File: config.mk
export PLATFORM = sky130hd
export DESIGN_NAME = ucd_summer
export DESIGN_NICKNAME = d
export VERILOG_FILES = /design/src/rtl/core/ucd_pkg.sv /design/src/rtl/core/ucd_summer.sv
export SDC_FILE = /design/constraint.sdc
export NUM_CORES = 1
export LEC_CHECK = 0
export BUFFER_PORTS_ARGS = -buffer_cell sky130_fd_sc_hd__buf_4
export CELL_PAD_IN_SITES_DETAIL_PLACEMENT = 0
export CELL_PAD_IN_SITES_GLOBAL_PLACEMENT = 1
export CORE_MARGIN = 10
export CORE_UTILIZATION = 38
export CTS_BUF_LIST = sky130_fd_sc_hd__clkbuf_8
export DETAILED_ROUTE_END_ITERATION = 6
export GPL_TIMING_DRIVEN = 0
export PLACE_DENSITY_LB_ADDON = 0.1
export SLEW_MARGIN = 15
export SYNTH_ARGS = -nofsm -noshare
export SYNTH_HDL_FRONTEND = slang
export SYNTH_SLANG_ARGS = --single-unit
File: constraint.sdc
create_clock -name clk -period 1.7 [get_ports clk]
set_clock_uncertainty 0.2 [all_clocks]
set_input_delay 0.085 -clock clk [delete_from_list [all_inputs] [get_ports clk]]
set_output_delay 0.085 -clock clk [all_outputs]
set_load 0.01 [all_outputs]
File: src/rtl/core/ucd_pkg.sv
package ucd_pkg;

    localparam int unsigned SEC_PER_DAY     = 86400;
    localparam int unsigned SEC_PER_HOUR    = 3600;
    localparam int unsigned SEC_PER_MIN     = 60;
    localparam int unsigned DAYS_PER_WEEK   = 7;
    localparam int unsigned EPOCH_WEEKDAY   = 4;
    localparam int unsigned EPOCH_SHIFT     = 719468;
    localparam int unsigned DAYS_PER_ERA    = 146097;
    localparam int unsigned DAYS_PER_4Y     = 1460;
    localparam int unsigned DAYS_PER_100Y   = 36524;
    localparam int unsigned ERA_LAST_DAY    = 146096;
    localparam int unsigned DAYS_PER_YEAR   = 365;
    localparam int unsigned ERA_YEARS       = 400;
    localparam int unsigned LAST_SUNDAY_MIN = 25;
    localparam int unsigned JAN_FEB_OFS     = 306;
    localparam int unsigned MAR_YDAY_OFS    = 59;
    localparam int unsigned NONLEAP_CENTURY = 2100;
    localparam int unsigned MP_JAN          = 10;

    // the input range only reaches eras four and five
    localparam int unsigned ERA5_DAY = 5 * DAYS_PER_ERA - EPOCH_SHIFT;
    localparam int unsigned ERA4_OFS = EPOCH_SHIFT - 4 * DAYS_PER_ERA;
    localparam int unsigned YEAR_ERA4 = 4 * ERA_YEARS;
    localparam int unsigned YEAR_ERA5 = 5 * ERA_YEARS;

    localparam logic [3:0] MON_MAR = 4'd2;
    localparam logic [3:0] MON_OCT = 4'd9;

    localparam logic [0:0] REG_DST_ENABLE = 1'b0;

    // exact reciprocal constants, shift = input width + ceil(log2(divisor))
    localparam int unsigned DAY_SHIFT  = 49;
    localparam int unsigned HOUR_SHIFT = 29;
    localparam int unsigned WEEK_SHIFT = 19;
    localparam int unsigned Q4Y_SHIFT  = 29;
    localparam int unsigned MIN_SHIFT  = 18;
    localparam int unsigned YEAR_SHIFT = 27;
    localparam int unsigned MP_SHIFT   = 19;

    localparam logic [32:0] DAY_RECIP = 33'(((64'd1 << DAY_SHIFT)
        + 64'(SEC_PER_DAY) - 64'd1) / 64'(SEC_PER_DAY));
    localparam logic [17:0] HOUR_RECIP = 18'(((64'd1 << HOUR_SHIFT)
        + 64'(SEC_PER_HOUR) - 64'd1) / 64'(SEC_PER_HOUR));
    localparam logic [16:0] WEEK_RECIP = 17'(((64'd1 << WEEK_SHIFT)
        + 64'(DAYS_PER_WEEK) - 64'd1) / 64'(DAYS_PER_WEEK));
    localparam logic [18:0] Q4Y_RECIP = 19'(((64'd1 << Q4Y_SHIFT)
        + 64'(DAYS_PER_4Y) - 64'd1) / 64'(DAYS_PER_4Y));
    localparam logic [12:0] MIN_RECIP = 13'(((64'd1 << MIN_SHIFT)
        + 64'(SEC_PER_MIN) - 64'd1) / 64'(SEC_PER_MIN));
    localparam logic [18:0] YEAR_RECIP = 19'(((64'd1 << YEAR_SHIFT)
        + 64'(DAYS_PER_YEAR) - 64'd1) / 64'(DAYS_PER_YEAR));
    localparam logic [11:0] MP_RECIP = 12'(((64'd1 << MP_SHIFT)
        + 64'd153 - 64'd1) / 64'd153);

    typedef struct packed {
        logic [15:0] days;
        logic [16:0] sod;
    } ucd_split_t;

    typedef struct packed {
        logic [5:0]  second;
        logic [5:0]  minute;
        logic [4:0]  hour;
        logic [2:0]  weekday;
        logic [5:0]  day_of_month;
        logic [3:0]  month;
        logic [11:0] year;
        logic [8:0]  day_of_year;
    } ucd_cal_t;

    // first day of each march-based month within the march-based year
    function automatic logic [8:0] month_start(input logic [3:0] mp);
        logic [8:0] start;
        case (mp)
            4'd0:    start = 9'd0;
            4'd1:    start = 9'd31;
            4'd2:    start = 9'd61;
            4'd3:    start = 9'd92;
            4'd4:    start = 9'd122;
            4'd5:    start = 9'd153;
            4'd6:    start = 9'd184;
            4'd7:    start = 9'd214;
            4'd8:    start = 9'd245;
            4'd9:    start = 9'd275;
            4'd10:   start = 9'd306;
            4'd11:   start = 9'd337;
            default: start = 9'd0;
        endcase
        return start;
    endfunction

endpackage

File: src/rtl/core/ucd_summer.sv
module ucd_summer
    import ucd_pkg::*;
(
    input  logic     clk,
    input  logic     rst_n,
    input  logic     en,
    input  logic     dst_enable,
    input  logic     in_valid,
    input  ucd_cal_t cal,
    output logic     out_valid,
    output ucd_cal_t res,
    output logic     dst_active
);

    logic     summer;
    logic     on_or_after;
    logic     dst_next;
    logic [4:0] hour_sh;
    logic     rollover;
    ucd_cal_t res_next;

    logic     v_reg;
    ucd_cal_t res_reg;
    logic     dst_reg;

    // most recent sunday falls on or after the 25th
    assign on_or_after = 7'(cal.day_of_month)
                      >= 7'(cal.weekday) + 7'(LAST_SUNDAY_MIN);

    always_comb
    begin
        if (cal.month < MON_MAR || cal.month > MON_OCT)
        begin
            summer = 1'b0;
        end
        else if (cal.month == MON_MAR)
        begin
            summer = on_or_after;
        end
        else if (cal.month == MON_OCT)
        begin
            summer = !on_or_after;
        end
        else
        begin
            summer = 1'b1;
        end
    end

    assign dst_next = dst_enable && summer;
    assign hour_sh  = cal.hour + 5'(dst_next);
    assign rollover = hour_sh > 5'd23;

    always_comb
    begin
        res_next = cal;
        if (rollover)
        begin
            res_next.hour         = 5'd0;
            res_next.weekday      = (cal.weekday == 3'(DAYS_PER_WEEK - 1)) ? 3'd0
                                  : cal.weekday + 3'd1;
            res_next.day_of_month = cal.day_of_month + 6'd1;
            res_next.day_of_year  = cal.day_of_year + 9'd1;
        end
        else
        begin
            res_next.hour = hour_sh;
        end
    end

    always_ff @(posedge clk or negedge rst_n)
    begin
        if (!rst_n)
        begin
            v_reg <= 1'b0;
        end
        else if (en)
        begin
            v_reg <= in_valid;
        end
    end

    always_ff @(posedge clk)
    begin
        if (en)
        begin
            res_reg <= res_next;
            dst_reg <= dst_next;
        end
    end

    assign out_valid  = v_reg;
    assign res        = res_reg;
    assign dst_active = dst_reg;

endmodule

Word-level counts from Yosys, hierarchy flattened --
Index checks and enable logic that the tools add are counted.
Word-level totals: bits of input ports 56, output and inout port bits 53, logic and storage cells 31, register bits 53
Operators by class: order comparisons 4, eq/ne operators 3, reductions and logical operators 3, add/sub/neg operators 5, muxes and demuxes 6
Operators by type and width (count):
- $mux W9 | 2
- $add A9 B1 Y9 const B | 1
- $add A3 B5 Y6 const B | 1
- $add A6 B1 Y6 const B | 1
- $ge A6 B6 Y1 | 1
- $add A5 B1 Y5 | 1
- $gt A5 B5 Y1 const B | 1
- $eq A4 B2 Y1 const B | 1
- $eq A4 B4 Y1 const B | 1
- $gt A4 B4 Y1 const B | 1
- $lt A4 B2 Y1 const B | 1
- $add A3 B1 Y3 const B | 1
- $eq A3 B3 Y1 const B | 1
- $mux W1 | 3
- $mux W3 | 1
- $logic_and A1 B1 Y1 | 1
- $logic_not A1 Y1 | 1
- $logic_or A1 B1 Y1 | 1

Logic depth before layout (Yosys ltp) --
Gate-level depths: netlist of the first run.
depth in word-level cells 10, mapped depth 16, gate-level depth less buffers 15

Worst setup path after synthesis of the first run --
OpenSTA, ideal clock, no wires.
path type input to register, start input cal[31] in the netlist's numbering, end register res_reg (netlist bit res[4]), data pin, data arrival time 2756 ps, setup slack -1514 ps, path buffers 1, setup time 258 ps, stages 16, required time 1242 ps, cell sequence ha_1 > ha_1 > inv_1 > ha_1 > nand4_1 > o221ai_1 > mux2i_1 > nor2_1 > ha_1 > ha_1 > nand2b_2 > nor4b_2 > a311oi_2 > buf_6 > nor2_2 > xor2_1
RTL lines:
- start: declaration | RTL line ucd_summer.sv:9 | input ucd_cal_t cal,
- end signal: assignment | RTL line ucd_summer.sv:87 | res_reg <= res_next;
- end: declaration | RTL line ucd_summer.sv:23 | ucd_cal_t res_reg;

==> results of run 1 <==
[timing repair]
| item | 4_1_cts | 5_1_grt |
|---|---|---|
| endpoints found under the hold margin | 52 | 0 |
| buffers inserted | 7 | 6 |
| gates resized for setup | 22 | 11 |
| pin swaps | 25 | 3 |
| hold buffers | 53 | 0 |
| gates cloned | 1 | 0 |
| setup endpoints to repair | 23 | 23 |
[report_power, final]
| part | leakage, nW | switching (mW) | internal [mW] |
|---|---|---|---|
| registers | 0.520 | 0.0318 | 1.56 |
| clock network | 0.0486 | 0.388 | 0.326 |
| logic | 1.21 | 0.301 | 0.412 |
| total | 1.78 | 0.720 | 2.30 |
[logic make-up (layout without fill, tap and decap cells)]
family,after synthesis,in the layout,synth area share (%)
AO/OA/AOI/OAI,15,15,4.636
XOR/XNOR,14,14,5.283
adder cells (fa/ha/maj),13,13,7.008
buffers and inverters,8,191,1.779
flip-flops,53,53,68.36
multiplexers,2,2,0.9164
AND/OR/NAND/NOR,52,52,12.02
[cells in the mapped netlist (2+ instances only)]
master	count	area share, %
xnor2_1	7	2.6
ha_1	13	7.0
nor2_1	4	0.65
a21oi_1	4	0.86
nand3_1	8	1.7
inv_1	5	0.81
nand4_1	6	1.6
nand2_1	18	2.9
and2_2	3	0.97
nor3_1	4	0.86
nor2_2	2	0.54
o21ai_0	4	0.86
nor3b_1	2	0.65
edfxtp_1	52	67
xor2_1	7	2.6
[final cells by class]
class,instances,area [um2]
multi-input cells,96,882.1
plain buffers,2,22.52
inverters,6,22.52
clock buffers,6,82.58
clock inverters,2,11.26
well taps,75,93.84
fillers,428,1743
repair buffers,175,1476
flip-flops and latches,53,1587
[metrics by stage]
step | area, um2 | TNS [ps] | power (mW)
3_5_place_dp | 3308 | -37080 | 2.175
4_1_cts | 4083 | -26140 | 3.034
5_1_grt | 4178 | -30630 | 3.176
6_report | 4178 | -26700 | 3.021
3_3_place_gp | 3308 | -36290 | 2.165
2_1_floorplan | 2404 | -26740 | 1.820
[cell usage in the layout (no fill, tap or decap), types with 2 or more instances in the layout]
master | netlist | routed
buf_4 | 1 | 115
dlygate4sd3_1 | 0 | 53
edfxtp_1 | 52 | 52
nand2_1 | 18 | 15
buf_6 | 1 | 8
ha_1 | 13 | 8
xor2_1 | 7 | 7
nand4_1 | 6 | 6
nand3_1 | 8 | 6
clkbuf_8 | 0 | 6
xnor2_1 | 7 | 5
inv_1 | 5 | 4
nor2_1 | 4 | 4
ha_4 | 0 | 4
inv_2 | 1 | 3
a21oi_1 | 4 | 3
o21ai_0 | 4 | 3
and2_4 | 0 | 3
nand2_2 | 0 | 3
nor3_4 | 0 | 2
nor3_2 | 0 | 2
xnor2_2 | 0 | 2
nand3_2 | 0 | 2
[critical path, delay by kind of cell]
kind | cells | cell delay [ps]
buffers and inverters | 3 | 350
and+or+nand+nor | 5 | 340
AOI/OAI and AO/OA | 2 | 620
adders and majority gates | 5 | 1040
muxes | 1 | 210
xor gates and xnor gates | 1 | 150
[routing by layer]
layer	track usage, %	routed length (um)	vias to the layer above
li1	-	-	950
met1	13.56	2479	909
met2	26.50	3869	47
met3	3.805	375	2
met4	2.646	24	0
met5	0	0	-
[worst max path at each step]
| stage | start | to | slack, ps | cells past startpoint |
|---|---|---|---|---|
| finish | cal[32] | res[4]$_DFFE_PP_ | -1250 | 17 |
| global route | cal[32] | res[4]$_DFFE_PP_ | -1420 | 17 |
| CTS | cal[32] | res[29]$_DFFE_PP_ | -1230 | 17 |
| detailed placement | cal[32] | res[4]$_DFFE_PP_ | -1800 | 16 |
| global placement | cal[32] | res[4]$_DFFE_PP_ | -1760 | 16 |
| floorplan | cal[31] | res[29]$_DFFE_PP_ | -1280 | 16 |
==> results_dict.tcl, run 1 <==
set metrics [dict create \
    status "finished with violations" \
    failed_checks "negative setup slack" \
    num_antenna_cells 0 \
    async_flop_share_pct 1.887 \
    globalplace.congestion 0.6887 \
    place.detailed.instances 340 \
    drtPass1Iterations 4 \
    crit_slowest_cell "a311oi_4" \
    regToRegEndpoint "out_valid$_DFFE_PN0P_" \
    r2r_cells 1 \
    largest_register_ffs 51 \
    critical-path-max-stage-delay_ps 400 \
    hold_path_startpoint "cal[26]" \
    boundaryPins 109 \
    drt-initial-drc-count 47 \
    rows 28 \
    yosysSeqAreaShare_pct 68.36 \
    powerDensity_mw_per_mm2 723.0 \
    timing.critical_path.from_type "input port" \
    final_period_minus_worst_setup_slack_ps 2949 \
    synth-edff-count 52 \
    synth.ff_latch_count 53 \
    yosys_warning_count 0 \
    avgSynthCellArea_um2 14.78 \
    dominant_register_cell_in_the_synthesized_netlist "edfxtp_1" \
    drv_slew 0 \
    timing.max_cap.violations 0 \
    overflow 0 \
    crit_path_end_kind "register" \
    cts-root-to-sink-buffers 2 \
    clock_latency_late_sink_ps 290 \
    first_global_vias 2106 \
    power_leakage_nw 1.777 \
    worst_ir_drop_vdd_mv 0.4334 \
    critical_path.most_common_cell "ha_4" \
    flow.area_growth_from_synthesis_pct 80.00 \
    final_worst_setup_slack_ps -1249 \
    slew-limit-headroom_pct 55.28 \
    r2r-start "out_valid$_DFFE_PN0P_" \
    finish.utilization_pct 70.56 \
    fmaxAchievable_mhz 339.1 \
    synth_net_count 226 \
    grt_max_degree 54 \
    mappedNetlistArea_mm2 0.002321 \
    dp_slack_ps -1802 \
    layout_net_count 408 \
    dp_hpwl_mm 4.434 \
    route.vias.total 1908 \
    final_cells 415 \
    worst_ep_arrival_time_ps 2800 \
    post_synth_inst_count 157 \
    clk_transition_reported_paths_ps 90 \
    tritoncts "built" \
    tritoncts_num_sinks 53 \
    die_width_um 98.15 \
    numCtsBuffers 5 \
    floorplan.die_area_mm2 0.009633 \
    drc_errors 0 \
    crit_path_max_fanout 6 \
    critical_path_required_ps 1550 \
    synth_cell_type_count 33 \
    worstPathCellList "buf_8, ha_4, ha_4, inv_2, ha_4, nand4_1, o221ai_2, mux2i_1, nor2_1, ha_2, ha_4, nand2b_4, nor4b_4, a311oi_4, buf_6, nor2_2, xor2_1" \
    die_height_um 98.15 \
    worstHoldPathCells 4 \
    final.hold.worst_slack_ps 14.56 \
    worstHoldPathType "in -> reg" \
    period_share_pct 173.5 \
    gr-usage-all-layers_pct 13.43 \
    layout-drive-gt1-share_pct 49.71 \
    global_route_wire_length_before_repair_mm 10.56 \
    floorplan.core_area_mm2 0.005921 \
    root_buffer "clkbuf_8" \
    grt_antenna_before_repair 0 \
    vias_per_inst 4.598 \
    initial_utilization_pct 39.20 \
    path_class "in -> reg" \
    avgRoutedWirePerCell_um 16.26 \
    min_to "res[26]$_DFFE_PP_" \
    setup_viol_count_final 24 \
    unrepaired_setup_endpoints_after_global_routing "yes" \
    worst_slew_pin_slew_ps 670.7 \
    final-hold-violation-count 0 \
    io_buffers 108 \
    final_antenna_net_count 0 \
    drt-total-wl_mm 6.748 \
    ctsHtreeMaxLevel 2 \
    setup.reg_to_reg.worst_slack_ps 760 \
]
No activity file was read; power rests on OpenSTA's default activity.
==> run 2: changes to the inputs <==
- CELL_PAD_IN_SITES_DETAIL_PLACEMENT: 0 -> unset
- CELL_PAD_IN_SITES_GLOBAL_PLACEMENT: 1 -> unset
- PLACE_DENSITY: unset -> 0.67
- PLACE_DENSITY_LB_ADDON: 0.1 -> unset
==> run 2 against run 1 <==
Against the previous run:
- the run still ends with negative setup slack left
- register-to-register slack got worse by 20 ps
- clock-buffer cell count fell by 1
- sequential power about the same
- sequential share of layout area shrank 0.23 points
- die area unchanged
- clock power rose by 1%
- final cell count grew 0.24%
- non-clock buffer count grew 1
- core utilization rose by 0.42 points
- critical path depth increased by 1
- first-iteration DRC count fell by 6.4%
- setup slack lost 55 ps
- largest power group unchanged
==> results_dict.tcl, run 2 (synthesized netlist as in run 1, its figures left out) <==
set metrics [dict create \
    final.fill_count 409 \
    slew-limit-headroom_pct 55.06 \
    layout-drive-gt1-share_pct 50.44 \
    layout_net_count 409 \
    finish.utilization_pct 70.98 \
    final-hold-violation-count 0 \
    critical_path.most_common_cell "ha_4" \
    gr-usage-all-layers_pct 14.36 \
    mostFrequentLayoutCells "buf_4 (118), edfxtp_1 (52), dlygate4sd3_1 (52), nand2_1 (14), nand3_1 (8)" \
    grt_max_degree 54 \
    drt-total-wl_mm 7.400 \
    die_width_um 98.15 \
    worstPathCellList "buf_8, ha_4, ha_4, inv_4, ha_4, nand4_1, o221ai_2, mux2i_1, nor2_2, ha_4, ha_4, nand2b_4, nor4b_4, a311o_2, buf_6, buf_4, nand2_4, xnor2_2" \
    floorplan.die_area_mm2 0.009633 \
    rows 28 \
    critical_path_required_ps 1560 \
    num_antenna_cells 0 \
    dp_hpwl_mm 4.864 \
    final_cells 416 \
    boundaryPins 109 \
    worst_slew_pin_slew_ps 674.1 \
    layout_commonest_cell "buf_4" \
    netSwitchingFraction_pct 25.45 \
    root_buffer "clkbuf_8" \
    die_height_um 98.15 \
    net_switching_component_of_the_power_uw 777.0 \
    power.clock.fraction_pct 23.6 \
    global_route_wire_length_before_repair_mm 11.17 \
    period_share_pct 176.7 \
    powerDensity_mw_per_mm2 726.3 \
    drt-initial-drc-count 44 \
    path_class "in -> reg" \
    worst_ep_arrival_time_ps 2870 \
    unrepaired_setup_endpoints_after_global_routing "yes" \
    clk_transition_reported_paths_ps 100 \
    avgRoutedWirePerCell_um 17.79 \
    final_worst_setup_slack_ps -1303 \
    total_power_mw 3.053 \
    worst_ir_drop_vdd_mv 0.5206 \
    crit_path_end_kind "register" \
    timing.max_cap.violations 0 \
    clock_latency_late_sink_ps 300 \
    tritoncts "built" \
    final_antenna_net_count 0 \
    route.vias.total 1964 \
    cts-root-to-sink-buffers 2 \
    tritoncts_num_sinks 53 \
    place_area_mm2 0.003308 \
    critical-path-max-stage-delay_ps 300 \
    place.detailed.instances 340 \
    startpoint "cal[31]" \
    drv_slew 0 \
    comb_power_share_pct 24.1 \
    hold_path_startpoint "dst_enable" \
    initial_utilization_pct 39.20 \
    io_buffers 108 \
    ctsHtreeMaxLevel 2 \
    final.hold.worst_slack_ps 5.515 \
    multi_input_area_um2 899.6 \
    dp_slack_ps -1834 \
    vias_per_inst 4.721 \
    finish.instance_area_mm2 0.004203 \
    floorplan.core_area_mm2 0.005921 \
    sequential_cell_area_mm2 0.001587 \
    fmaxAchievable_mhz 333.0 \
    r2r-start "out_valid$_DFFE_PN0P_" \
    power.internal_mw 2.276 \
    drtPass1Iterations 4 \
    first_global_vias 1991 \
    setup_viol_count_final 23 \
    globalplace.congestion 0.7606 \
    numCtsBuffers 5 \
    worstHoldPathType "in -> reg" \
    tns_setup_ps -27530 \
    drc_errors 0 \
    final_period_minus_worst_setup_slack_ps 3003 \
    flow.area_growth_from_synthesis_pct 81.08 \
    share_seq_of_total_power_pct 52.3 \
    grt_antenna_before_repair 0 \
    crit_slowest_cell "nor4b_4" \
    crit_path_max_fanout 5 \
    largest_register_ffs 51 \
    status "finished with violations" \
    overflow 0 \
    power_leakage_nw 1.790 \
    failed_checks "negative setup slack" \
    timing.critical_path.from_type "input port" \
]
==> run 2: cell types whose count changed in the layout (fill, tap and decap cells not counted), sizes merged <==
cell,delta
buf,+2
clkbuf,-1
clkinv,+1
clkinvlp,+1
dlygate4sd3,-1
inv,-1
==> run 2: what timing repair did <==
action / in CTS / in global routing
pin swaps: 21 / 9
cloned: 2 / 0
buffers inserted: 8 / 8
hold buffers: 52 / 0
resized for setup: 27 / 12
hold endpoints to repair: 51 / 0
setup endpoints to repair: 24 / 24
==> run 2: power by group through the flow <==
| stage | Combinational (mW) | Clock, mW | Sequential [mW] |
|---|---|---|---|
| floorplan | 0.135 | 0 | 1.68 |
| global placement | 0.548 | 0 | 1.62 |
| detailed placement | 0.558 | 0 | 1.63 |
| CTS | 0.715 | 0.752 | 1.60 |
| global route | 0.790 | 0.785 | 1.61 |
| finish | 0.735 | 0.720 | 1.60 |
==> run 2: routing by layer <==
| metal | wire length (um) | vias up | share of wire, % | GRT usage (%) |
|---|---|---|---|---|
| met4 | 8 | 0 | 0.11 | 1.985 |
| met1 | 3327 | 911 | 45 | 17.90 |
| met2 | 3375 | 97 | 46 | 23.50 |
| met5 | 0 | - | 0 | 0 |
| li1 | - | 954 | - | - |
| met3 | 688 | 2 | 9.3 | 5.708 |
==> run 2: critical path, delay by kind of cell <==
family / cells / cell delay [ps]
adder cells (fa/ha/maj): 5 / 1020
AND/OR/NAND/NOR: 5 / 710
AO/OA/AOI/OAI: 2 / 410
buffers and inverters: 4 / 390
XOR/XNOR: 1 / 130
multiplexers: 1 / 110
==> run 2: final timing paths <==
kind                                          to  depth (start not counted)  slack [ps]
max in group asynchronous  out_valid$_DFFE_PN0P_                          3         780
hold / removal              dst_active$_DFFE_PP_                          3           6
setup / recovery               res[27]$_DFFE_PP_                         18       -1300
hold reg to reg            out_valid$_DFFE_PN0P_                          1         330
setup reg to reg           out_valid$_DFFE_PN0P_                          1         740
min in group asynchronous  out_valid$_DFFE_PN0P_                          3         420
==> run 2: area by class of cell <==
| type | instances | share of cell area (%) |
|---|---|---|
| Sequential cell | 53 | 37.75 |
| Timing Repair Buffer | 176 | 35.25 |
| Multi-Input combinational cell | 96 | 21.41 |
| Tap cell | 75 | 2.233 |
| Clock buffer | 5 | 1.637 |
| Inverter | 6 | 0.6847 |
| Buffer | 2 | 0.5359 |
| Clock inverter | 3 | 0.5061 |
