--- config.mk ---
export PLATFORM = sky130hd
export DESIGN_NAME = ucd_calc
export DESIGN_NICKNAME = d
export VERILOG_FILES = /design/src/rtl/core/ucd_pkg.sv /design/src/rtl/core/ucd_calc.sv
export SDC_FILE = /design/constraint.sdc
export NUM_CORES = 2
export LEC_CHECK = 0
export BUFFER_PORTS_ARGS = -buffer_cell sky130_fd_sc_hd__buf_2
export CAP_MARGIN = 20
export CORE_ASPECT_RATIO = 1.75
export CORE_MARGIN = 2
export CORE_UTILIZATION = 36
export CTS_BUF_LIST = sky130_fd_sc_hd__clkbuf_4
export DETAILED_ROUTE_END_ITERATION = 6
export GPL_TIMING_DRIVEN = 0
export PLACE_DENSITY = 0.51
export SLEW_MARGIN = 0
export SYNTH_ARGS = -nofsm -noshare
export SYNTH_HDL_FRONTEND = slang
export SYNTH_SLANG_ARGS = --single-unit
--- constraint.sdc ---
create_clock -name clk -period 13.3 [get_ports clk]
set_input_delay 2.66 -clock clk [delete_from_list [all_inputs] [get_ports clk]]
set_output_delay 2.66 -clock clk [all_outputs]
set_load 0.05 [all_outputs]
--- src/rtl/core/ucd_pkg.sv ---
package ucd_pkg;

    localparam int unsigned SEC_PER_DAY     = 86400;
    localparam int unsigned SEC_PER_HOUR    = 3600;
    localparam int unsigned SEC_PER_MIN     = 60;
    localparam int unsigned DAYS_PER_WEEK   = 7;
    localparam int unsigned EPOCH_WEEKDAY   = 4;
    localparam int unsigned EPOCH_SHIFT     = 719468;
    localparam int unsigned DAYS_PER_ERA    = 146097;
    localparam int unsigned DAYS_PER_4Y     = 1460;
    localparam int unsigned DAYS_PER_100Y   = 36524;
    localparam int unsigned ERA_LAST_DAY    = 146096;
    localparam int unsigned DAYS_PER_YEAR   = 365;
    localparam int unsigned ERA_YEARS       = 400;
    localparam int unsigned LAST_SUNDAY_MIN = 25;
    localparam int unsigned JAN_FEB_OFS     = 306;
    localparam int unsigned MAR_YDAY_OFS    = 59;
    localparam int unsigned NONLEAP_CENTURY = 2100;
    localparam int unsigned MP_JAN          = 10;

    // the input range only reaches eras four and five
    localparam int unsigned ERA5_DAY = 5 * DAYS_PER_ERA - EPOCH_SHIFT;
    localparam int unsigned ERA4_OFS = EPOCH_SHIFT - 4 * DAYS_PER_ERA;
    localparam int unsigned YEAR_ERA4 = 4 * ERA_YEARS;
    localparam int unsigned YEAR_ERA5 = 5 * ERA_YEARS;

    localparam logic [3:0] MON_MAR = 4'd2;
    localparam logic [3:0] MON_OCT = 4'd9;

    localparam logic [0:0] REG_DST_ENABLE = 1'b0;

    // exact reciprocal constants, shift = input width + ceil(log2(divisor))
    localparam int unsigned DAY_SHIFT  = 49;
    localparam int unsigned HOUR_SHIFT = 29;
    localparam int unsigned WEEK_SHIFT = 19;
    localparam int unsigned Q4Y_SHIFT  = 29;
    localparam int unsigned MIN_SHIFT  = 18;
    localparam int unsigned YEAR_SHIFT = 27;
    localparam int unsigned MP_SHIFT   = 19;

    localparam logic [32:0] DAY_RECIP = 33'(((64'd1 << DAY_SHIFT)
        + 64'(SEC_PER_DAY) - 64'd1) / 64'(SEC_PER_DAY));
    localparam logic [17:0] HOUR_RECIP = 18'(((64'd1 << HOUR_SHIFT)
        + 64'(SEC_PER_HOUR) - 64'd1) / 64'(SEC_PER_HOUR));
    localparam logic [16:0] WEEK_RECIP = 17'(((64'd1 << WEEK_SHIFT)
        + 64'(DAYS_PER_WEEK) - 64'd1) / 64'(DAYS_PER_WEEK));
    localparam logic [18:0] Q4Y_RECIP = 19'(((64'd1 << Q4Y_SHIFT)
        + 64'(DAYS_PER_4Y) - 64'd1) / 64'(DAYS_PER_4Y));
    localparam logic [12:0] MIN_RECIP = 13'(((64'd1 << MIN_SHIFT)
        + 64'(SEC_PER_MIN) - 64'd1) / 64'(SEC_PER_MIN));
    localparam logic [18:0] YEAR_RECIP = 19'(((64'd1 << YEAR_SHIFT)
        + 64'(DAYS_PER_YEAR) - 64'd1) / 64'(DAYS_PER_YEAR));
    localparam logic [11:0] MP_RECIP = 12'(((64'd1 << MP_SHIFT)
        + 64'd153 - 64'd1) / 64'd153);

    typedef struct packed {
        logic [15:0] days;
        logic [16:0] sod;
    } ucd_split_t;

    typedef struct packed {
        logic [5:0]  second;
        logic [5:0]  minute;
        logic [4:0]  hour;
        logic [2:0]  weekday;
        logic [5:0]  day_of_month;
        logic [3:0]  month;
        logic [11:0] year;
        logic [8:0]  day_of_year;
    } ucd_cal_t;

    // first day of each march-based month within the march-based year
    function automatic logic [8:0] month_start(input logic [3:0] mp);
        logic [8:0] start;
        case (mp)
            4'd0:    start = 9'd0;
            4'd1:    start = 9'd31;
            4'd2:    start = 9'd61;
            4'd3:    start = 9'd92;
            4'd4:    start = 9'd122;
            4'd5:    start = 9'd153;
            4'd6:    start = 9'd184;
            4'd7:    start = 9'd214;
            4'd8:    start = 9'd245;
            4'd9:    start = 9'd275;
            4'd10:   start = 9'd306;
            4'd11:   start = 9'd337;
            default: start = 9'd0;
        endcase
        return start;
    endfunction

endpackage

--- src/rtl/core/ucd_calc.sv ---
module ucd_calc
    import ucd_pkg::*;
(
    input  logic       clk,
    input  logic       rst_n,
    input  logic       en,
    input  logic       in_valid,
    input  ucd_split_t split,
    output logic       out_valid,
    output ucd_cal_t   cal
);

    logic [6:0] v_reg;

    // weekday, time of day split, day of era
    logic [15:0] wx_next;
    logic [32:0] wq_prod;
    logic [34:0] hour_prod;
    logic        era5_next;
    logic [17:0] doe_next;

    logic [15:0] s3_wx_reg;
    logic [12:0] s3_wq_reg;
    logic [16:0] s3_sod_reg;
    logic [4:0]  s3_hour_reg;
    logic        s3_era5_reg;
    logic [17:0] s3_doe_reg;

    // remainders, four-year count
    logic [2:0]  wday_next;
    logic [11:0] rem2_next;
    logic [36:0] q4y_prod;

    logic [2:0]  s4_wday_reg;
    logic [11:0] s4_rem2_reg;
    logic [4:0]  s4_hour_reg;
    logic        s4_era5_reg;
    logic [17:0] s4_doe_reg;
    logic [6:0]  s4_q4y_reg;

    // year numerator, minute
    logic [2:0]  c100y_next;
    logic [17:0] num_next;
    logic [24:0] min_prod;

    logic [2:0]  s5_wday_reg;
    logic [11:0] s5_rem2_reg;
    logic [4:0]  s5_hour_reg;
    logic        s5_era5_reg;
    logic [17:0] s5_doe_reg;
    logic [17:0] s5_num_reg;
    logic [5:0]  s5_min_reg;

    // year of era, second
    logic [36:0] yoe_prod;
    logic [5:0]  sec_next;

    logic [2:0]  s6_wday_reg;
    logic [4:0]  s6_hour_reg;
    logic [5:0]  s6_min_reg;
    logic [5:0]  s6_sec_reg;
    logic        s6_era5_reg;
    logic [17:0] s6_doe_reg;
    logic [8:0]  s6_yoe_reg;

    // day of march-based year, base year
    logic [1:0]  c100_next;
    logic [8:0]  doy_next;
    logic [11:0] year0_next;

    logic [2:0]  s7_wday_reg;
    logic [4:0]  s7_hour_reg;
    logic [5:0]  s7_min_reg;
    logic [5:0]  s7_sec_reg;
    logic [8:0]  s7_doy_reg;
    logic [11:0] s7_year0_reg;

    // march-based month, leap flag
    logic [10:0] mpx;
    logic [22:0] mp_prod;
    logic        leap_next;

    logic [2:0]  s8_wday_reg;
    logic [4:0]  s8_hour_reg;
    logic [5:0]  s8_min_reg;
    logic [5:0]  s8_sec_reg;
    logic [8:0]  s8_doy_reg;
    logic [11:0] s8_year0_reg;
    logic [3:0]  s8_mp_reg;
    logic        s8_leap_reg;

    // calendar fields
    logic        jan_feb;
    ucd_cal_t    cal_next;
    ucd_cal_t    cal_reg;

    assign wx_next   = split.days + 16'(EPOCH_WEEKDAY);
    assign wq_prod   = 33'(wx_next) * 33'(WEEK_RECIP);
    assign hour_prod = 35'(split.sod) * 35'(HOUR_RECIP);
    assign era5_next = split.days >= 16'(ERA5_DAY);
    assign doe_next  = era5_next ? 18'(split.days) - 18'(ERA5_DAY)
                                 : 18'(split.days) + 18'(ERA4_OFS);

    assign wday_next = 3'(s3_wx_reg - 16'(s3_wq_reg) * 16'(DAYS_PER_WEEK));
    assign rem2_next = 12'(s3_sod_reg - 17'(s3_hour_reg) * 17'(SEC_PER_HOUR));
    assign q4y_prod  = 37'(s3_doe_reg) * 37'(Q4Y_RECIP);

    assign c100y_next = 3'(s4_doe_reg >= 18'(DAYS_PER_100Y))
                      + 3'(s4_doe_reg >= 18'(2 * DAYS_PER_100Y))
                      + 3'(s4_doe_reg >= 18'(3 * DAYS_PER_100Y))
                      + 3'(s4_doe_reg >= 18'(4 * DAYS_PER_100Y));
    assign num_next = s4_doe_reg - 18'(s4_q4y_reg) + 18'(c100y_next)
                    - 18'(s4_doe_reg == 18'(ERA_LAST_DAY));
    assign min_prod = 25'(s4_rem2_reg) * 25'(MIN_RECIP);

    assign yoe_prod = 37'(s5_num_reg) * 37'(YEAR_RECIP);
    assign sec_next = 6'(s5_rem2_reg - 12'(s5_min_reg) * 12'(SEC_PER_MIN));

    assign c100_next = 2'(s6_yoe_reg >= 9'd100) + 2'(s6_yoe_reg >= 9'd200)
                     + 2'(s6_yoe_reg >= 9'd300);
    assign doy_next = 9'(s6_doe_reg - (18'(s6_yoe_reg) * 18'(DAYS_PER_YEAR)
                    + 18'(s6_yoe_reg[8:2]) - 18'(c100_next)));
    assign year0_next = 12'(s6_yoe_reg)
                      + (s6_era5_reg ? 12'(YEAR_ERA5) : 12'(YEAR_ERA4));

    assign mpx     = 11'(s7_doy_reg) * 11'd5 + 11'd2;
    assign mp_prod = 23'(mpx) * 23'(MP_RECIP);
    // the only multiple of four in range that is not a leap year is 2100
    assign leap_next = (s7_year0_reg[1:0] == 2'd0)
                    && (s7_year0_reg != 12'(NONLEAP_CENTURY));

    assign jan_feb = s8_mp_reg >= 4'(MP_JAN);

    always_comb
    begin
        cal_next.second       = s8_sec_reg;
        cal_next.minute       = s8_min_reg;
        cal_next.hour         = s8_hour_reg;
        cal_next.weekday      = s8_wday_reg;
        cal_next.day_of_month = 6'(s8_doy_reg - month_start(s8_mp_reg) + 9'd1);
        if (jan_feb)
        begin
            cal_next.month       = s8_mp_reg - 4'(MP_JAN);
            cal_next.year        = s8_year0_reg + 12'd1;
            cal_next.day_of_year = s8_doy_reg - 9'(JAN_FEB_OFS);
        end
        else
        begin
            cal_next.month       = s8_mp_reg + MON_MAR;
            cal_next.year        = s8_year0_reg;
            cal_next.day_of_year = s8_doy_reg + 9'(MAR_YDAY_OFS)
                                 + 9'(s8_leap_reg);
        end
    end

    always_ff @(posedge clk or negedge rst_n)
    begin
        if (!rst_n)
        begin
            v_reg <= '0;
        end
        else if (en)
        begin
            v_reg <= {v_reg[5:0], in_valid};
        end
    end

    always_ff @(posedge clk)
    begin
        if (en)
        begin
            s3_wx_reg    <= wx_next;
            s3_wq_reg    <= wq_prod[WEEK_SHIFT +: 13];
            s3_sod_reg   <= split.sod;
            s3_hour_reg  <= hour_prod[HOUR_SHIFT +: 5];
            s3_era5_reg  <= era5_next;
            s3_doe_reg   <= doe_next;

            s4_wday_reg  <= wday_next;
            s4_rem2_reg  <= rem2_next;
            s4_hour_reg  <= s3_hour_reg;
            s4_era5_reg  <= s3_era5_reg;
            s4_doe_reg   <= s3_doe_reg;
            s4_q4y_reg   <= q4y_prod[Q4Y_SHIFT +: 7];

            s5_wday_reg  <= s4_wday_reg;
            s5_rem2_reg  <= s4_rem2_reg;
            s5_hour_reg  <= s4_hour_reg;
            s5_era5_reg  <= s4_era5_reg;
            s5_doe_reg   <= s4_doe_reg;
            s5_num_reg   <= num_next;
            s5_min_reg   <= min_prod[MIN_SHIFT +: 6];

            s6_wday_reg  <= s5_wday_reg;
            s6_hour_reg  <= s5_hour_reg;
            s6_min_reg   <= s5_min_reg;
            s6_sec_reg   <= sec_next;
            s6_era5_reg  <= s5_era5_reg;
            s6_doe_reg   <= s5_doe_reg;
            s6_yoe_reg   <= yoe_prod[YEAR_SHIFT +: 9];

            s7_wday_reg  <= s6_wday_reg;
            s7_hour_reg  <= s6_hour_reg;
            s7_min_reg   <= s6_min_reg;
            s7_sec_reg   <= s6_sec_reg;
            s7_doy_reg   <= doy_next;
            s7_year0_reg <= year0_next;

            s8_wday_reg  <= s7_wday_reg;
            s8_hour_reg  <= s7_hour_reg;
            s8_min_reg   <= s7_min_reg;
            s8_sec_reg   <= s7_sec_reg;
            s8_doy_reg   <= s7_doy_reg;
            s8_year0_reg <= s7_year0_reg;
            s8_mp_reg    <= mp_prod[MP_SHIFT +: 4];
            s8_leap_reg  <= leap_next;

            cal_reg      <= cal_next;
        end
    end

    assign out_valid = v_reg[6];
    assign cal       = cal_reg;

endmodule

# Yosys cells after proc, flatten, opt, wreduce, memory -nomap -nowiden
# Memories as Yosys holds them, arrays and structs flattened. A register that Yosys moved wholly into a read port is not among the register bits.
# Index checks and enable logic that the tools add are counted.
dict set report word_totals {
  n_memories 1
  ff_bits 330
  romBits 144
  latch_bits 0
  mem_bits_rw 0
  word_cells 105
  output_inout_bits 52
  input_bits 37
}
dict set report op_classes {
  add_sub_neg 27
  eq_ne 2
  magnitude_cmp 9
  multipliers 11
  n_mux 4
  n_div 0
  n_shift 0
  n_bitwise 0
  n_reduce_logical 2
}
# name depth word_bits read_ports rd_ports_with_merged_regs write_ports line
set mem_list {}
lappend mem_list {{(no name shown)} 16 9 1 1 0 ucd_pkg.sv:75} ;# case (mp)
# cell n
set op_table {}
lappend op_table {{18-bit by 16-bit multiplier with 33-bit output (second input constant)} 2}
lappend op_table {{18-bit by 17-bit greater-or-equal comparator with 1-bit output (second input constant)} 2}
lappend op_table {{17-bit by 18-bit multiplier with 34-bit output (second input constant)} 1}
lappend op_table {{16-bit by 17-bit multiplier with 32-bit output (second input constant)} 1}
lappend op_table {{25-bit two-way mux} 1}
lappend op_table {{11-bit by 12-bit multiplier with 23-bit output (second input constant)} 1}
lappend op_table {{12-bit by 12-bit multiplier with 23-bit output (second input constant)} 1}
lappend op_table {{16-bit by 18-bit adder with 18-bit output (second input constant)} 1}
lappend op_table {{18-bit by 3-bit adder with 18-bit output} 1}
lappend op_table {{18-bit equality test (second input constant)} 1}
lappend op_table {{18-bit by 16-bit greater-or-equal comparator with 1-bit output (second input constant)} 1}
lappend op_table {{18-bit greater-or-equal comparator (second input constant)} 1}
lappend op_table {{18-bit two-way mux} 1}
lappend op_table {{18-bit by 1-bit subtractor with 18-bit output} 1}
lappend op_table {{18-bit by 7-bit subtractor with 18-bit output} 1}
lappend op_table {{16-bit by 14-bit subtractor with 17-bit output (second input constant)} 1}
lappend op_table {{16-bit by 3-bit adder with 16-bit output (second input constant)} 1}
lappend op_table {{16-bit by 14-bit greater-or-equal comparator with 1-bit output (second input constant)} 1}
lappend op_table {{13-bit by 3-bit multiplier with 3-bit output (second input constant)} 1}
lappend op_table {{12-bit by 1-bit adder with 12-bit output (second input constant)} 1}
lappend op_table {{9-bit by 11-bit adder with 12-bit output} 1}
lappend op_table {{12-bit != test (second input constant)} 1}
lappend op_table {{12-bit subtractor} 1}
lappend op_table {{6-bit subtractor} 2}
lappend op_table {{27 further kinds} 28}

# Logic depth before layout (Yosys ltp)
dict set report depth {
  word_depth 6
  mapped_depth 34
  mapped_depth_nobuf 34
}

# Least setup slack after synthesis
# Ideal clock, no wire load.
dict set report synth_path {
  path_type {input port to flip-flop}
  start {input port split[22] in the netlist's numbering}
  end {register s3_wq_reg[2] (data pin)}
  required_time_ns 13.040
  setup_slack_ns 5.223
  t_arrival_ns 7.817
  stages 21
  path_cell_list {clkbuf_1 > nand3_1 > nor3_1 > and3_1 > xor2_1 > ha_1 > ha_1 > inv_1 > fa_1 > fa_1 > inv_1 > fa_1 > fa_1 > ha_1 > nor2b_1 > o21ai_0 > o311ai_0 > a31o_2 > a21oi_1 > o21bai_1 > xnor2_1}
}
dict set report synth_via {
  elab_chain_cells 2
}
# item line
set synth_lines {}
lappend synth_lines {{start, declared} ucd_calc.sv:8} ;# input ucd_split_t split,
lappend synth_lines {{16-bit by 3-bit adder with 16-bit output} ucd_calc.sv:97} ;# assign wx_next = split.days + 16'(EPOCH_WEEKDAY);
lappend synth_lines {{16-bit by 17-bit multiplier with 32-bit output} ucd_calc.sv:98} ;# assign wq_prod = 33'(wx_next) * 33'(WEEK_RECIP);
lappend synth_lines {{net wq_prod[21]} ucd_calc.sv:17} ;# logic [32:0] wq_prod;
lappend synth_lines {{end signal, assigned} ucd_calc.sv:173} ;# s3_wq_reg <= wq_prod[WEEK_SHIFT +: 13];
lappend synth_lines {{end, declared} ucd_calc.sv:23} ;# logic [12:0] s3_wq_reg;
# The timed path passes the listed nets, and every way through them passes these cells.
# A chain may end at the register's enable or synchronous reset.

# Worst setup path in the final report
# Ends and elaborated chain as after synthesis.

==> impl_metrics.env <==
export IMPL_seq_area_frac_synth_pct=27.39
export IMPL_antenna_found_initial=3
export IMPL_numCtsBuffers=77
export IMPL_io_pins=89
export IMPL_period_minus_slack_ps=8111
export IMPL_r2r_slack_ps=5240
export IMPL_postCtsSetupBuffers=0
export IMPL_clk_pin_slew_ps=80
export IMPL_die_h_um=418.8
export IMPL_max_slew_margin_pct=41.21
export IMPL_drt_total_wl_um=71550
export IMPL_final_setup_viol_count=0
export IMPL_critPathKind="in2reg"
export IMPL_post_route_drc_count=0
export IMPL_cp_startpoint="split[22]"
export IMPL_wl_per_cell_um=15.76
export IMPL_area_growth_pct=8.838
export IMPL_synth_area_mm2=0.03539
export IMPL_synth_area_per_cell_um2=11.77
export IMPL_drive_gt1_share_pct=7.468
export IMPL_synth_cells=3007
export IMPL_fin_setup_tns_ps=0
export IMPL_synthDominantCellAreaShare_pct=28.64
export IMPL_dp_hpwl_um=60510
export IMPL_htree_levels=3
export IMPL_rr_startpoint="s7_doy_reg[1]"
export IMPL_tightest_slew_ps=875.5
export IMPL_drt_iter0_markers=495
export IMPL_largest_reg_flops=51
export IMPL_ys_flop_type="edfxtp_1"
export IMPL_synth_top_cells_by_count="ha_1, inv_1, fa_1"
export IMPL_rows=152
export IMPL_cts_hold_buf=0
export IMPL_yosys_warnings=0
export IMPL_start_util_pct=36.21
export IMPL_portBuffers=83
export IMPL_synth_nets=4248
export IMPL_grt_pass1_wl_um=116400
export IMPL_reg2regPathDepth=32
export IMPL_yosysTopAreaCell="ha_1"
export IMPL_first_pass_iters=4
export IMPL_cap_violations=0
export IMPL_avgViaCountPerCell=4.660
export IMPL_n_fill_cell=9751
export IMPL_final_hold_viol_count=0
export IMPL_period_share_pct=60.99
export IMPL_cp_arrival_ps=8750
export IMPL_ys_seq_elements=326
export IMPL_grt_pass1_vias=23400
export IMPL_hold_path_class="reg2reg"
export IMPL_ant_nets=0
export IMPL_clock_skew_ps=54.31
export IMPL_async_flop_share_pct=2.147
export IMPL_grt_usage_pct=15.07
export IMPL_cp_required_ps=13940
export IMPL_start_kind="primary input"
export IMPL_vias=21160
export IMPL_cts_root_buf="clkbuf_4"
export IMPL_critPathCaptureType="flop"
export IMPL_clkSinkCount=326
export IMPL_nets=4413
export IMPL_rsz0062_at_grt="no"
export IMPL_grt_max_degree=103
export IMPL_synth_edff_count=313
export IMPL_outcome="finished clean"
export IMPL_die_area_mm2=0.1009
export IMPL_yosysMostFrequentCell="ha_1"
export IMPL_gp_congestion=0.8187
export IMPL_ctsResizeCount=0
export IMPL_cts_tree="yes"
export IMPL_overflow=0
export IMPL_path_max_fanout=10
export IMPL_fp_dieW_um=241.0
export IMPL_clockBufferDepth=3
export IMPL_fmax_mhz=123.3
export IMPL_ys_types=80
export IMPL_critPathCapture="s3_wq_reg[2]"
export IMPL_core_area_mm2=0.09775
export IMPL_synth_top_cells_by_area="ha_1, edfxtp_1, fa_1"
export IMPL_clk_latency_ps=920
export IMPL_finalMaxSlewViolations=0
[cells by family (layout without fill, tap and decap cells)]
logic type,Yosys count,count (layout),share of synthesized area [%]
other,0,5,0
DFF,326,326,27.39
xor gates and xnor gates,161,161,3.984
AOI/OAI and AO/OA,288,288,5.342
muxes,15,15,0.4914
buffers and inverters,726,946,7.721
adders and majority gates,1204,1204,50.92
and+or+nand+nor,287,287,4.150
[area by class of cell]
cell class	instances	area, µm²	share of cell area, %
clock buffer	105	788.3	2.046
inverter	711	2669	6.928
timing repair buffer	86	508.0	1.319
multi-input combinational	1955	22970	59.62
antenna	5	12.51	0.03248
tap	1309	1638	4.252
clock inverter	29	181.4	0.4710
buffer	15	63.81	0.1657
sequential	326	9694	25.17
[cells in the final DEF (no fill, tap or decap), drive strengths merged, types with 44 or more instances in the layout]
cell / n
a21oi: 91
ha: 810
edfxtp: 313
xnor2: 117
o21ai: 55
clkbuf: 114
nor2: 63
xor2: 44
fa: 394
buf: 92
inv: 714
nand2: 71
[routing by layer]
layer | routed length, µm | track usage [%] | vias up
li1 | - | - | 10330
met1 | 22530 | 12.89 | 10420
met2 | 43840 | 32.21 | 254
met3 | 1608 | 1.830 | 153
met4 | 3551 | 7.868 | 2
met5 | 12 | 0 | -
[critical path, cell delays in order]
cell	delay, ps
buf_2	130
clkbuf_1	420
nand3_1	180
nor3_1	520
and3_1	250
xor2_1	300
ha_1	300
ha_1	270
inv_1	50
fa_1	500
fa_1	540
inv_1	60
fa_1	580
fa_1	430
ha_1	310
nor2b_1	130
o21ai_0	150
o311ai_0	180
a31o_2	310
a21oi_1	220
o21bai_1	100
xnor2_1	160
[worst min path at each step]
stage	start	to	slack (ps)	cells after the start
6_report	s8_sec_reg[3]	cal[48]	380	0
3_5_place_dp	s8_wday_reg[1]	cal[32]	400	0
3_3_place_gp	s7_hour_reg[4]	s8_hour_reg[4]	400	0
2_1_floorplan	s8_wday_reg[0]	cal[31]	400	0
5_1_grt	s7_sec_reg[1]	s8_sec_reg[1]	420	0
4_1_cts	s8_sec_reg[3]	cal[48]	370	0
[per-stage QoR]
| step | instances | instance area (µm²) | hold slack, ps | utilization [%] | setup slack [ps] |
|---|---|---|---|---|---|
| after floorplan | 3007 | 35390 | 400.3 | - | 5223 |
| after CTS | 4536 | 38510 | 370.0 | 39.39 | 5058 |
| after detailed placement | 4402 | 37540 | 404.5 | 38.40 | 4161 |
| after global placement | 4399 | 37450 | 400.1 | 38.31 | 3308 |
| after global routing | 4541 | 38520 | 417.1 | 39.41 | 4555 |
| final | 4541 | 38520 | 383.2 | 39.41 | 5189 |
Power is left out: the tool's default activity adds up to more than one toggle a clock period on the data nets, which glitch-free logic cannot reach.
